==> config.mk <==
export PLATFORM = sky130hd
export DESIGN_NAME = mri_div_step
export DESIGN_NICKNAME = d
export VERILOG_FILES = /design/src/hdl/mri_pkg.sv /design/src/hdl/mri_div_step.sv
export SDC_FILE = /design/constraint.sdc
export NUM_CORES = 1
export LEC_CHECK = 0
export CAP_MARGIN = 10
export CORE_AREA = 2 2 384 386
export CTS_CLUSTER_DIAMETER = 40
export DETAILED_ROUTE_END_ITERATION = 8
export DIE_AREA = 0 0 386 388
export DONT_BUFFER_PORTS = 1
export HOLD_SLACK_MARGIN = 0.03
export SLEW_MARGIN = 10
export SYNTH_ARGS = -nofsm -noshare
export SYNTH_HDL_FRONTEND = slang
export SYNTH_SLANG_ARGS = --single-unit
==> constraint.sdc <==
create_clock -name clk -period 0.8 [get_ports clk]
set_clock_uncertainty 0.15 [all_clocks]
set_input_delay 0.04 -clock clk [delete_from_list [all_inputs] [get_ports clk]]
set_output_delay 0.04 -clock clk [all_outputs]
set_load 0.01 [all_outputs]
==> src/hdl/mri_pkg.sv <==
// Package for the midpoint-radius interval ALU: payload structs, op codes,
// pipeline stage types and the saturation helpers. No dependencies.
`timescale 1ns / 1ps

package mri_pkg;

    localparam logic [2:0] OP_ADD  = 3'd0;
    localparam logic [2:0] OP_SUB  = 3'd1;
    localparam logic [2:0] OP_MUL  = 3'd2;
    localparam logic [2:0] OP_DIV  = 3'd3;
    localparam logic [2:0] OP_NEG  = 3'd4;
    localparam logic [2:0] OP_NORM = 3'd5;

    // Quotient bits kept by each divider; a larger quotient always saturates.
    localparam int DIV_STEPS = 33;

    localparam logic [63:0] VAL_MAX = 64'h0000_0000_7FFF_FFFF;
    localparam logic [63:0] NEG_MAX = 64'h0000_0000_8000_0000;
    localparam logic [63:0] RAD_MAX = 64'h0000_0000_7FFF_FFFF;

    typedef struct packed {
        logic [2:0]         op;
        logic signed [31:0] a_value;
        logic [30:0]        a_radius;
        logic signed [31:0] b_value;
        logic [30:0]        b_radius;
    } mri_in_t;

    typedef struct packed {
        logic signed [31:0] result_value;
        logic [30:0]        result_radius;
        logic               less;
        logic               greater;
        logic               equal;
        logic               saturated;
        logic               div_zero;
    } mri_out_t;

    typedef struct packed {
        logic [31:0] value;
        logic        sat;
    } mri_sv_t;

    typedef struct packed {
        logic [30:0] radius;
        logic        sat;
    } mri_sr_t;

    // Result of the non-divide ops and the flags that ride along the divider
    typedef struct packed {
        logic [31:0] value;
        logic [30:0] radius;
        logic        sat;
        logic        is_div;
        logic        dz;
        logic        neg;
        logic        ovf_v;
        logic        ovf_1;
        logic        ovf_2;
        logic        less;
        logic        greater;
    } mri_side_t;

    // Three restoring dividers: value (a<<16)/b, radius term ra<<16/b,
    // radius term a*rb<<16/b^2
    typedef struct packed {
        mri_side_t   side;
        logic [31:0] bmag;
        logic [63:0] bsq;
        logic [31:0] rv;
        logic [31:0] r1;
        logic [63:0] r2;
        logic [32:0] nv;
        logic [32:0] n1;
        logic [32:0] n2;
        logic [32:0] qv;
        logic [32:0] q1;
        logic [32:0] q2;
    } mri_div_t;

    function automatic mri_sv_t sat_val(input logic neg, input logic [63:0] mag);
        mri_sv_t r;
        r.sat = 1'b0;
        if (!neg && mag > VAL_MAX) begin
            r.value = 32'h7FFF_FFFF;
            r.sat   = 1'b1;
        end else if (neg && mag > NEG_MAX) begin
            r.value = 32'h8000_0000;
            r.sat   = 1'b1;
        end else if (neg) begin
            r.value = 32'd0 - mag[31:0];
        end else begin
            r.value = mag[31:0];
        end
        return r;
    endfunction

    function automatic mri_sr_t sat_rad(input logic [63:0] rad);
        mri_sr_t r;
        if (rad > RAD_MAX) begin
            r.radius = 31'h7FFF_FFFF;
            r.sat    = 1'b1;
        end else begin
            r.radius = rad[30:0];
            r.sat    = 1'b0;
        end
        return r;
    endfunction

endpackage

==> src/hdl/mri_div_step.sv <==
// One registered quotient bit for the three restoring dividers of the
// interval ALU. Uses mri_pkg.
`timescale 1ns / 1ps

module mri_div_step
    import mri_pkg::*;
(
    input  logic     clk,
    input  logic     rst_n,
    input  logic     vld_in,
    input  mri_div_t d_in,
    output logic     vld_out,
    output mri_div_t d_out
);

    logic [32:0] xv;
    logic [32:0] x1;
    logic [64:0] x2;
    logic [32:0] dv;
    logic [32:0] d1;
    logic [64:0] d2;
    logic        gv;
    logic        g1;
    logic        g2;
    mri_div_t    d_next;
    logic        vld_reg;
    mri_div_t    d_reg;

    always_comb
    begin
        // shift in the next numerator bit, subtract where it fits
        xv = {d_in.rv, d_in.nv[32]};
        x1 = {d_in.r1, d_in.n1[32]};
        x2 = {d_in.r2, d_in.n2[32]};
        gv = xv >= {1'b0, d_in.bmag};
        g1 = x1 >= {1'b0, d_in.bmag};
        g2 = x2 >= {1'b0, d_in.bsq};
        dv = xv - {1'b0, d_in.bmag};
        d1 = x1 - {1'b0, d_in.bmag};
        d2 = x2 - {1'b0, d_in.bsq};
        d_next    = d_in;
        d_next.rv = gv ? dv[31:0] : xv[31:0];
        d_next.r1 = g1 ? d1[31:0] : x1[31:0];
        d_next.r2 = g2 ? d2[63:0] : x2[63:0];
        d_next.qv = {d_in.qv[31:0], gv};
        d_next.q1 = {d_in.q1[31:0], g1};
        d_next.q2 = {d_in.q2[31:0], g2};
        d_next.nv = {d_in.nv[31:0], 1'b0};
        d_next.n1 = {d_in.n1[31:0], 1'b0};
        d_next.n2 = {d_in.n2[31:0], 1'b0};
    end

    always_ff @(posedge clk or negedge rst_n)
    begin
        if (!rst_n)
            vld_reg <= 1'b0;
        else
            vld_reg <= vld_in;
    end

    always_ff @(posedge clk)
    begin
        d_reg <= d_next;
    end

    assign vld_out = vld_reg;
    assign d_out   = d_reg;

endmodule

==> flow_summary.ini, run 1 <==
[finish]
num-fill-cells = 14857
final_util = 0.283
drive_gt1_frac = 0.520
post-route-cell-area_um2 = 41200
syn_to_final_growth_pct = 119
fin_nets = 3835

[synth]
synth.distinct_cells = 71
yosysSeqAreaShare = 0.524
ys_top_cells_by_area = dfxtp_1 (52%), ha_1 (8.5%), a21oi_1 (4.9%)
muxShareOfSynthArea = 0.0260
synth_fa_ha_area_frac = 0.0884
synth_top_family_by_area = compound AO/OA/AOI/OAI gates
synth_top_area_cell = dfxtp_1
syn_inst = 1883
synth-xor-area-share = 0.0531
synth_edf_count = 0
synth_ff_type = dfxtp_1
synth_common_cells = dfxtp_1 (491), a21oi_1 (183), inv_1 (143)
synth.avg_cell_area_um2 = 9.99
syn_area_um2 = 18800
ys_warn_count = 0
synthArstFlopShare = 0.00203
yosys_register_bits = 492
synth_compound_area_frac = 0.165
yosys.area_share.simple = 0.0983
yosys.area.top_type_share = 0.523
yosysMostFrequentCell = dfxtp_1

[route]
ant_nets = 0
routed_via_density = 3.78
drc = 0
drtIter0Drc = 750
drtPass1Iterations = 5
wire_per_inst_um = 26.0
drt-total-wl_um = 137000
dr_total_vias = 19918

[sta]
setup_slack_ns = -1.72
hold_viol = 218
rsz0062_at_grt = yes
period_needed_ns = 2.52
min_period_over_period = 3.15
holdWs_ns = -0.828
setup_violations = 652
report.final.slew_viol_count = 0
max_freq_mhz = 397

[power_and_ir_drop]
leakagePower_nw = 17.4
ir_drop_v = 0.00189
powerDensity_nw_per_um2 = 2420

[floorplan]
initial_core_util = 0.129
fp.dieW_um = 386
coreArea_um2 = 145000
ios = 992
dieArea_um2 = 150000
rows = 140
chipHeight_um = 388

[placed_design]
placed_cell_area_um2 = 27400
hpwl_um = 110000
io_buffers = 0
globalplace.congestion = 0.928
pre_cts_slack_ns = -2.79

[grt]
grt_pass1_vias = 20925
grt-ovfl-total = 0
grt_max_degree = 25
grt_pass1_wl_um = 175000
antenna_found_initial = 51
track_usage = 0.172

[worst_setup_path]
worstPathRequired_ns = 1.23
path_common_cell = buf_4
critPathLaunchType = input pin
slowest_delay_ns = 0.65
cp_max_fo = 6
cp_top_family = buffers and inverters
crit_type = input pin to flop
crit_start = d_in[284]
crit_path_cell_trace = dlygate4sd3_1 -> ha_1 -> nand4_1 -> nor3_2 -> buf_4 -> nand4_1 -> buf_4 -> o211ai_1 -> buf_4 -> o21ai_4 -> buf_12 -> buf_6 -> inv_4 -> mux2_2
cpMaxStageDelayCell = dlygate4sd3_1
critPathBufInv = 7
crit_arrival_ns = 2.95
crit_path_end_kind = flop

[worst_hold_path]
hold_path_class = input pin to flop
min-delay-start = d_in[338]

[clocking]
cts_sinks = 492
cts_buffers = 107
cts_htree_levels = 3
tritoncts = done
cts.path.max_buffers = 3
root_buffer = clkbuf_16
cts.clk_slew.worst_paths_ns = 0.05

[run_status]
violations = negative hold slack, negative setup slack
outcome = complete, but fails checks

[flow_run]
drv_cap = 0
-- kinds of logic after synthesis --
kind of cell | Yosys count
compound gates | 498
flops | 492
simple gates | 395
buf+inv | 208
fa+ha+maj | 131
xor+xnor | 114
mux | 44
other cells | 1
-- repair_timing --
action / 4_1_cts / 5_1_grt
resized for setup: 894 / 217
gates cloned: 13 / 6
hold endpoints to repair: 493 / 223
buffers inserted: 53 / 40
pin swaps: 68 / 96
hold buffers: 563 / 25
setup endpoints to repair: 623 / 639
-- flip-flops by register name, summed over array words and instances (netlist names) --
name,count
d_out,491
vld_out,1
-- metrics by stage --
step	setup TNS, ns	hold slack (ns)	std cells	total power, mW
4_1_cts	-466.55	-0.913	5164	99.7
6_report	-443.89	-0.828	5265	99.7
5_1_grt	-479.74	-0.879	5262	104
3_3_place_gp	-329.94	-0.406	4340	46.8
2_1_floorplan	-221.87	-0.406	1885	36.5
3_5_place_dp	-332.08	-0.406	4340	46.8
-- area by class of cell --
cell class,count,area [um2],area share
Clock inverter,87,1170,0.0285
Tap cell,1917,2400,0.0583
Clock buffer,114,2720,0.0662
Antenna cell,49,123,0.00298
Sequential cell,492,10900,0.264
Inverter,143,599,0.0146
Timing Repair Buffer,1277,13200,0.319
Multi-Input combinational cell,1186,10100,0.246
-- layer usage --
| metal | vias up | wire length [um] | track usage | part of all wire |
|---|---|---|---|---|
| li1 | 9297 | - | - | - |
| met1 | 9498 | 48300 | 0.172 | 0.35 |
| met2 | 847 | 67400 | 0.305 | 0.49 |
| met3 | 250 | 14400 | 0.0789 | 0.11 |
| met4 | 26 | 6440 | 0.0713 | 0.047 |
| met5 | - | 158 | 0 | 0.0012 |
-- placed cells by master, fill, tap and decap left out, types with 15 or more instances in the layout --
cell | Yosys | layout
xnor2_1 | 77 | 75
and3_1 | 18 | 17
o21bai_1 | 26 | 26
a21o_1 | 72 | 72
a21oi_2 | 2 | 62
buf_4 | 4 | 494
nor2_4 | 0 | 19
inv_6 | 0 | 20
o21ai_1 | 3 | 24
o21ai_0 | 97 | 48
ha_1 | 128 | 80
diode_2 | 0 | 49
a21oi_1 | 183 | 116
o21ai_2 | 0 | 22
dlygate4sd3_1 | 0 | 581
nand3_1 | 23 | 21
clkbuf_16 | 0 | 112
ha_4 | 0 | 44
dfxtp_2 | 0 | 323
mux2_4 | 0 | 38
nor2_1 | 127 | 95
nand2_1 | 110 | 88
inv_1 | 143 | 117
inv_8 | 0 | 26
dfxtp_4 | 0 | 167
nand4_1 | 37 | 37
buf_6 | 4 | 39
xor2_1 | 37 | 34
buf_12 | 0 | 134
o21a_1 | 17 | 15
-- power breakdown --
part           internal [mW]  switching [mW]  total [mW]
clock network           28.9            18.3        47.2
registers               27.5            3.00        30.5
logic                   12.4            9.71        22.1
total                   68.7            31.0        99.7
-- worst paths after layout --
kind,to,cells past startpoint
max in group asynchronous,vld_out$_DFF_PN0_,3
min in group asynchronous,vld_out$_DFF_PN0_,3
worst min-delay path,d_out[338]$_DFF_P_,0
worst max-delay path,d_out[265]$_DFF_P_,14
Power figures use the tool's default switching activity.
==> inputs of run 2 (changes only) <==
Settings changed: CTS_BUF_LIST from default to sky130_fd_sc_hd__clkbuf_16.
==> run 2 against run 1 <==
Against the previous run: the flow still finishes with violations (negative hold slack, negative setup slack); sequential cell count unchanged; worst hold slack about the same; global-route usage about the same; die area unchanged; sequential share of layout area about the same; cell area about the same; via count decreased by 0.18%; count of clock-buffer cells in the layout decreased by 7; combinational power about the same; final cell count about the same; critical path depth unchanged; utilization about the same; critical endpoint unchanged; largest cell class unchanged.
==> flow_summary.ini, run 2 (synthesis gave the netlist of run 1 again) <==
[grt]
grt-ovfl-total = 0
grt_pass1_wl_um = 174000
grt_max_degree = 25
antenna_found_initial = 51
grt_pass1_vias = 20912
track_usage = 0.172

[route]
routed_via_density = 3.78
wire_per_inst_um = 25.9
drc = 0
drtIter0Drc = 741
ant_nets = 0
dr_total_vias = 19882
drt-total-wl_um = 137000
drtPass1Iterations = 5

[floorplan]
chipHeight_um = 388
ios = 992
coreArea_um2 = 145000
dieArea_um2 = 150000
initial_core_util = 0.129
fp.dieW_um = 386
rows = 140

[sta]
rsz0062_at_grt = yes
setup-tns-final_ns = -444.21
setup_violations = 652
holdWs_ns = -0.827
period_needed_ns = 2.52
setup_slack_ns = -1.72
report.final.slew_viol_count = 0
min_period_over_period = 3.16
max_freq_mhz = 396
hold_viol = 218

[worst_setup_path]
crit_path_end_kind = flop
crit_type = input pin to flop
cp_max_fo = 6
worstPathRequired_ns = 1.23
critPathLaunchType = input pin
crit_start = d_in[284]
crit_arrival_ns = 2.95

[finish]
final_cell_mix = dlygate4sd3_1 (581), buf_4 (494), dfxtp_2 (323), dfxtp_4 (167), buf_12 (134)
num-fill-cells = 14860
fin_nets = 3835
drive_gt1_frac = 0.520
fin_cells = 5266
final_common_cell = dlygate4sd3_1
seq_area_um2 = 10900
syn_to_final_growth_pct = 119
largest_reg_flops = 491
multiInputGateArea_um2 = 10100
post-route-cell-area_um2 = 41100

[run_status]
outcome = complete, but fails checks
violations = negative hold slack, negative setup slack

[placed_design]
io_buffers = 0
hpwl_um = 110000
placed_cell_area_um2 = 27400
globalplace.congestion = 0.928
pre_cts_slack_ns = -2.79
dpl.cell_count = 4340

[worst_hold_path]
hold_path_class = input pin to flop
min-delay-start = d_in[338]
holdPathEnd = d_out[338]$_DFF_P_
hold-path-cell-count = 0

[clocking]
root_buffer = clkbuf_16
cts_buffers = 107
tritoncts = done
cts.clk_slew.worst_paths_ns = 0.05
cts.path.max_buffers = 3
cts_htree_levels = 3
cts_sinks = 492

[power_and_ir_drop]
leakagePower_nw = 17.4
ir_drop_v = 0.00189
powerDensity_nw_per_um2 = 2420

[flow_run]
drv_cap = 0
-- run 2: routing by layer --
| metal | global-route usage | share of wire |
|---|---|---|
| met1 | 0.172 | 0.35 |
| met2 | 0.305 | 0.49 |
| met3 | 0.0788 | 0.11 |
| met4 | 0.0713 | 0.048 |
| met5 | 0 | 0.0012 |
-- run 2: cell type report --
| type | instances | share of cell area |
|---|---|---|
| Timing Repair Buffer | 1277 | 0.320 |
| Sequential cell | 492 | 0.265 |
| Multi-Input combinational cell | 1186 | 0.246 |
| Clock buffer | 107 | 0.0651 |
| Tap cell | 1917 | 0.0583 |
| Clock inverter | 94 | 0.0292 |
| Inverter | 143 | 0.0146 |
| Antenna cell | 50 | 0.00304 |
-- run 2: worst max path at each step --
stage | slack [ns] | end | cells after the start
6_report | -1.72 | d_out[265]$_DFF_P_ | 14
5_1_grt | -1.73 | d_out[265]$_DFF_P_ | 16
4_1_cts | -1.51 | d_out[205]$_DFF_P_ | 16
3_5_place_dp | -2.79 | d_out[200]$_DFF_P_ | 16
3_3_place_gp | -2.76 | d_out[261]$_DFF_P_ | 15
2_1_floorplan | -1.95 | d_out[298]$_DFF_P_ | 12
-- run 2: per-stage QoR --
step | total power [mW] | util
after floorplan | 36.5 | -
after detailed placement | 46.8 | 0.189
after CTS | 99.5 | 0.274
after global routing | 103 | 0.283
after global placement | 46.8 | 0.189
final | 99.5 | 0.283
-- run 2: what timing repair did --
| item | 4_1_cts | 5_1_grt |
|---|---|---|
| endpoints found under the setup margin | 623 | 639 |
| pin swaps | 68 | 96 |
| gates cloned | 13 | 6 |
| setup buffers | 53 | 40 |
| hold endpoints to repair | 493 | 223 |
| hold buffers | 563 | 25 |
| resized for setup | 894 | 217 |
-- run 2: worst max-delay path, cell delays in order --
cell	delay, ns
dlygate4sd3_1	0.65
ha_1	0.37
nand4_1	0.16
nor3_2	0.27
buf_4	0.18
nand4_1	0.09
buf_4	0.17
o211ai_1	0.16
buf_4	0.16
o21ai_4	0.07
buf_12	0.16
buf_6	0.11
inv_4	0.04
mux2_2	0.32
-- run 2: power breakdown --
group / switching, mW / internal, mW / total (mW)
clock network: 18.3 / 28.7 / 47.0
registers: 3.00 / 27.5 / 30.5
logic: 9.71 / 12.4 / 22.1
total: 31.0 / 68.5 / 99.5
==> inputs of run 3 (changes only) <==
Settings changed: CTS_CLUSTER_SIZE from default to 12, PLACE_DENSITY from default to 0.31.
==> run 3 against run 2 <==
Against the previous run: the flow still finishes with violations (negative hold slack, negative setup slack); final cell count decreased by 2.0%; count of clock-buffer cells in the layout decreased by 15; via count down 4.3%; sequential share of layout area increased by 1.3 points; combinational power decreased by 7%; utilization fell by 1.5 points; worst hold slack better by 0.046 ns; critical endpoint is now d_out[296]$_DFF_P_; highest routed layer unchanged.
==> flow_summary.ini, run 3 (synthesis gave the netlist of run 1 again) <==
[run_status]
outcome = complete, but fails checks
violations = negative hold slack, negative setup slack

[power_and_ir_drop]
p_total_mw = 89.5
leakagePower_nw = 16.5
clkPwrFrac = 0.430
switching_share = 0.308
pwr-share-comb = 0.229
p_sw_mw = 27.6
internal-power_mw = 61.9
ir_drop_v = 0.00193
seq_power_share = 0.341
powerDensity_nw_per_um2 = 2300

[sta]
holdWs_ns = -0.781
max_freq_mhz = 420
period_needed_ns = 2.38
slew_headroom = 0.651
min_period_over_period = 2.98
hold_viol = 211
setup_violations = 646
setup_slack_ns = -1.58
report.final.slew_viol_count = 0
rsz0062_at_grt = yes
tightestPinTransition_ns = 0.520

[floorplan]
dieArea_um2 = 150000
initial_core_util = 0.129
ios = 992
rows = 140
coreArea_um2 = 145000
fp.dieW_um = 386
chipHeight_um = 388

[grt]
track_usage = 0.152
grt_pass1_wl_um = 161000
antenna_found_initial = 20
grt_pass1_vias = 21078
grt-ovfl-total = 0
grt_max_degree = 22

[finish]
drive_gt1_frac = 0.493
syn_to_final_growth_pct = 107
fin_cells = 5161
final_common_cell = dlygate4sd3_1
final_cell_mix = dlygate4sd3_1 (589), buf_4 (515), dfxtp_2 (363), a21oi_1 (142), dfxtp_4 (128)
fin_nets = 3773
largest_reg_flops = 491

[clocking]
cts_sinks = 492
cts_htree_levels = 3
cts.path.max_buffers = 3
cts_buffers = 91
tritoncts = done
root_buffer = clkbuf_16
cts.clk_slew.worst_paths_ns = 0.05

[route]
wire_per_inst_um = 23.2
drt-total-wl_um = 120000
routed_via_density = 3.69
drc = 0
drtIter0Drc = 711
dr_total_vias = 19019
ant_nets = 0
drtPass1Iterations = 5

[worst_setup_path]
critPathLaunchType = input pin
crit_path_end_kind = flop
worstPathRequired_ns = 1.17
crit_arrival_ns = 2.76
cp_max_fo = 6
crit_type = input pin to flop

[flow_run]
drv_cap = 0

[worst_hold_path]
hold_path_class = input pin to flop
hold-path-cell-count = 0

[placed_design]
hpwl_um = 93200
io_buffers = 0
globalplace.congestion = 0.876
dpl.cell_count = 4307
[run 3: cell count changes in the layout (fill, tap and decap cells not counted), moves of 9 or more]
cell	change
clkbuf_16	-18
dfxtp_4	-39
dfxtp_2	+40
nand2_1	-10
o21ai_1	-9
nor2_1	+28
nor2_4	-16
diode_2	-22
buf_12	-61
buf_4	+21
a21oi_1	+26
a21oi_2	-24
nor2_2	-12
[run 3: critical path, cell delays in order]
cell and delay [ns]:
dlygate4sd3_1 0.63, ha_1 0.40, nand3_1 0.11, buf_4 0.13
o21ai_0 0.07, nand3_1 0.09, nand2_1 0.06, a211o_1 0.30
a41oi_4 0.27, buf_6 0.19, buf_12 0.15, mux2_4 0.30
[run 3: area by class of cell]
class / count / area (um2)
tap: 1917 / 2400
antenna: 28 / 70.1
fill: 15174 / 106000
clock inverter: 72 / 747
inverter: 143 / 601
timing repair buffer: 1232 / 12100
clock buffer: 92 / 2300
multi-input combinational: 1185 / 9940
sequential: 492 / 10800
[run 3: repair_timing]
action                                 CTS  global route
hold buffers                           576            20
setup endpoints to repair              623           628
gates cloned                            16             2
pin swaps                              118            74
gates resized for setup                892           123
endpoints found under the hold margin  493           220
buffers inserted                        57            23
[run 3: final timing paths]
check                      slack (ns)            endpoint      start
setup / recovery                -1.58  d_out[296]$_DFF_P_  d_in[312]
hold / removal                  -0.78  d_out[387]$_DFF_P_  d_in[387]
max in group asynchronous        0.45   vld_out$_DFF_PN0_      rst_n
min in group asynchronous       -0.06   vld_out$_DFF_PN0_      rst_n
[run 3: per-stage QoR]
step	TNS [ns]	area [um2]	setup slack, ns	utilization	hold WS (ns)
floorplan	-221.87	19500	-1.95	-	-0.406
global placement	-307.96	26400	-2.85	0.182	-0.406
detailed placement	-312.52	26400	-2.82	0.182	-0.406
CTS	-442.37	38100	-1.56	0.262	-0.855
global route	-448.64	38900	-1.68	0.268	-0.837
finish	-403.28	38900	-1.58	0.268	-0.781
[run 3: power by group through the flow]
stage                     combinational (mW)  sequential (mW)  clock [mW]
final                                   20.5             30.5        38.4
after floorplan                         7.17             29.4           0
after global placement                  15.1             30.7           0
after detailed placement                15.0             30.6           0
after global routing                    22.0             30.7        40.7
after CTS                               20.1             30.7        39.5
[run 3: routing by layer]
layer	GRT usage	part of all wire
met1	0.146	0.34
met2	0.286	0.52
met3	0.0604	0.094
met4	0.0623	0.040
met5	0	0.00020
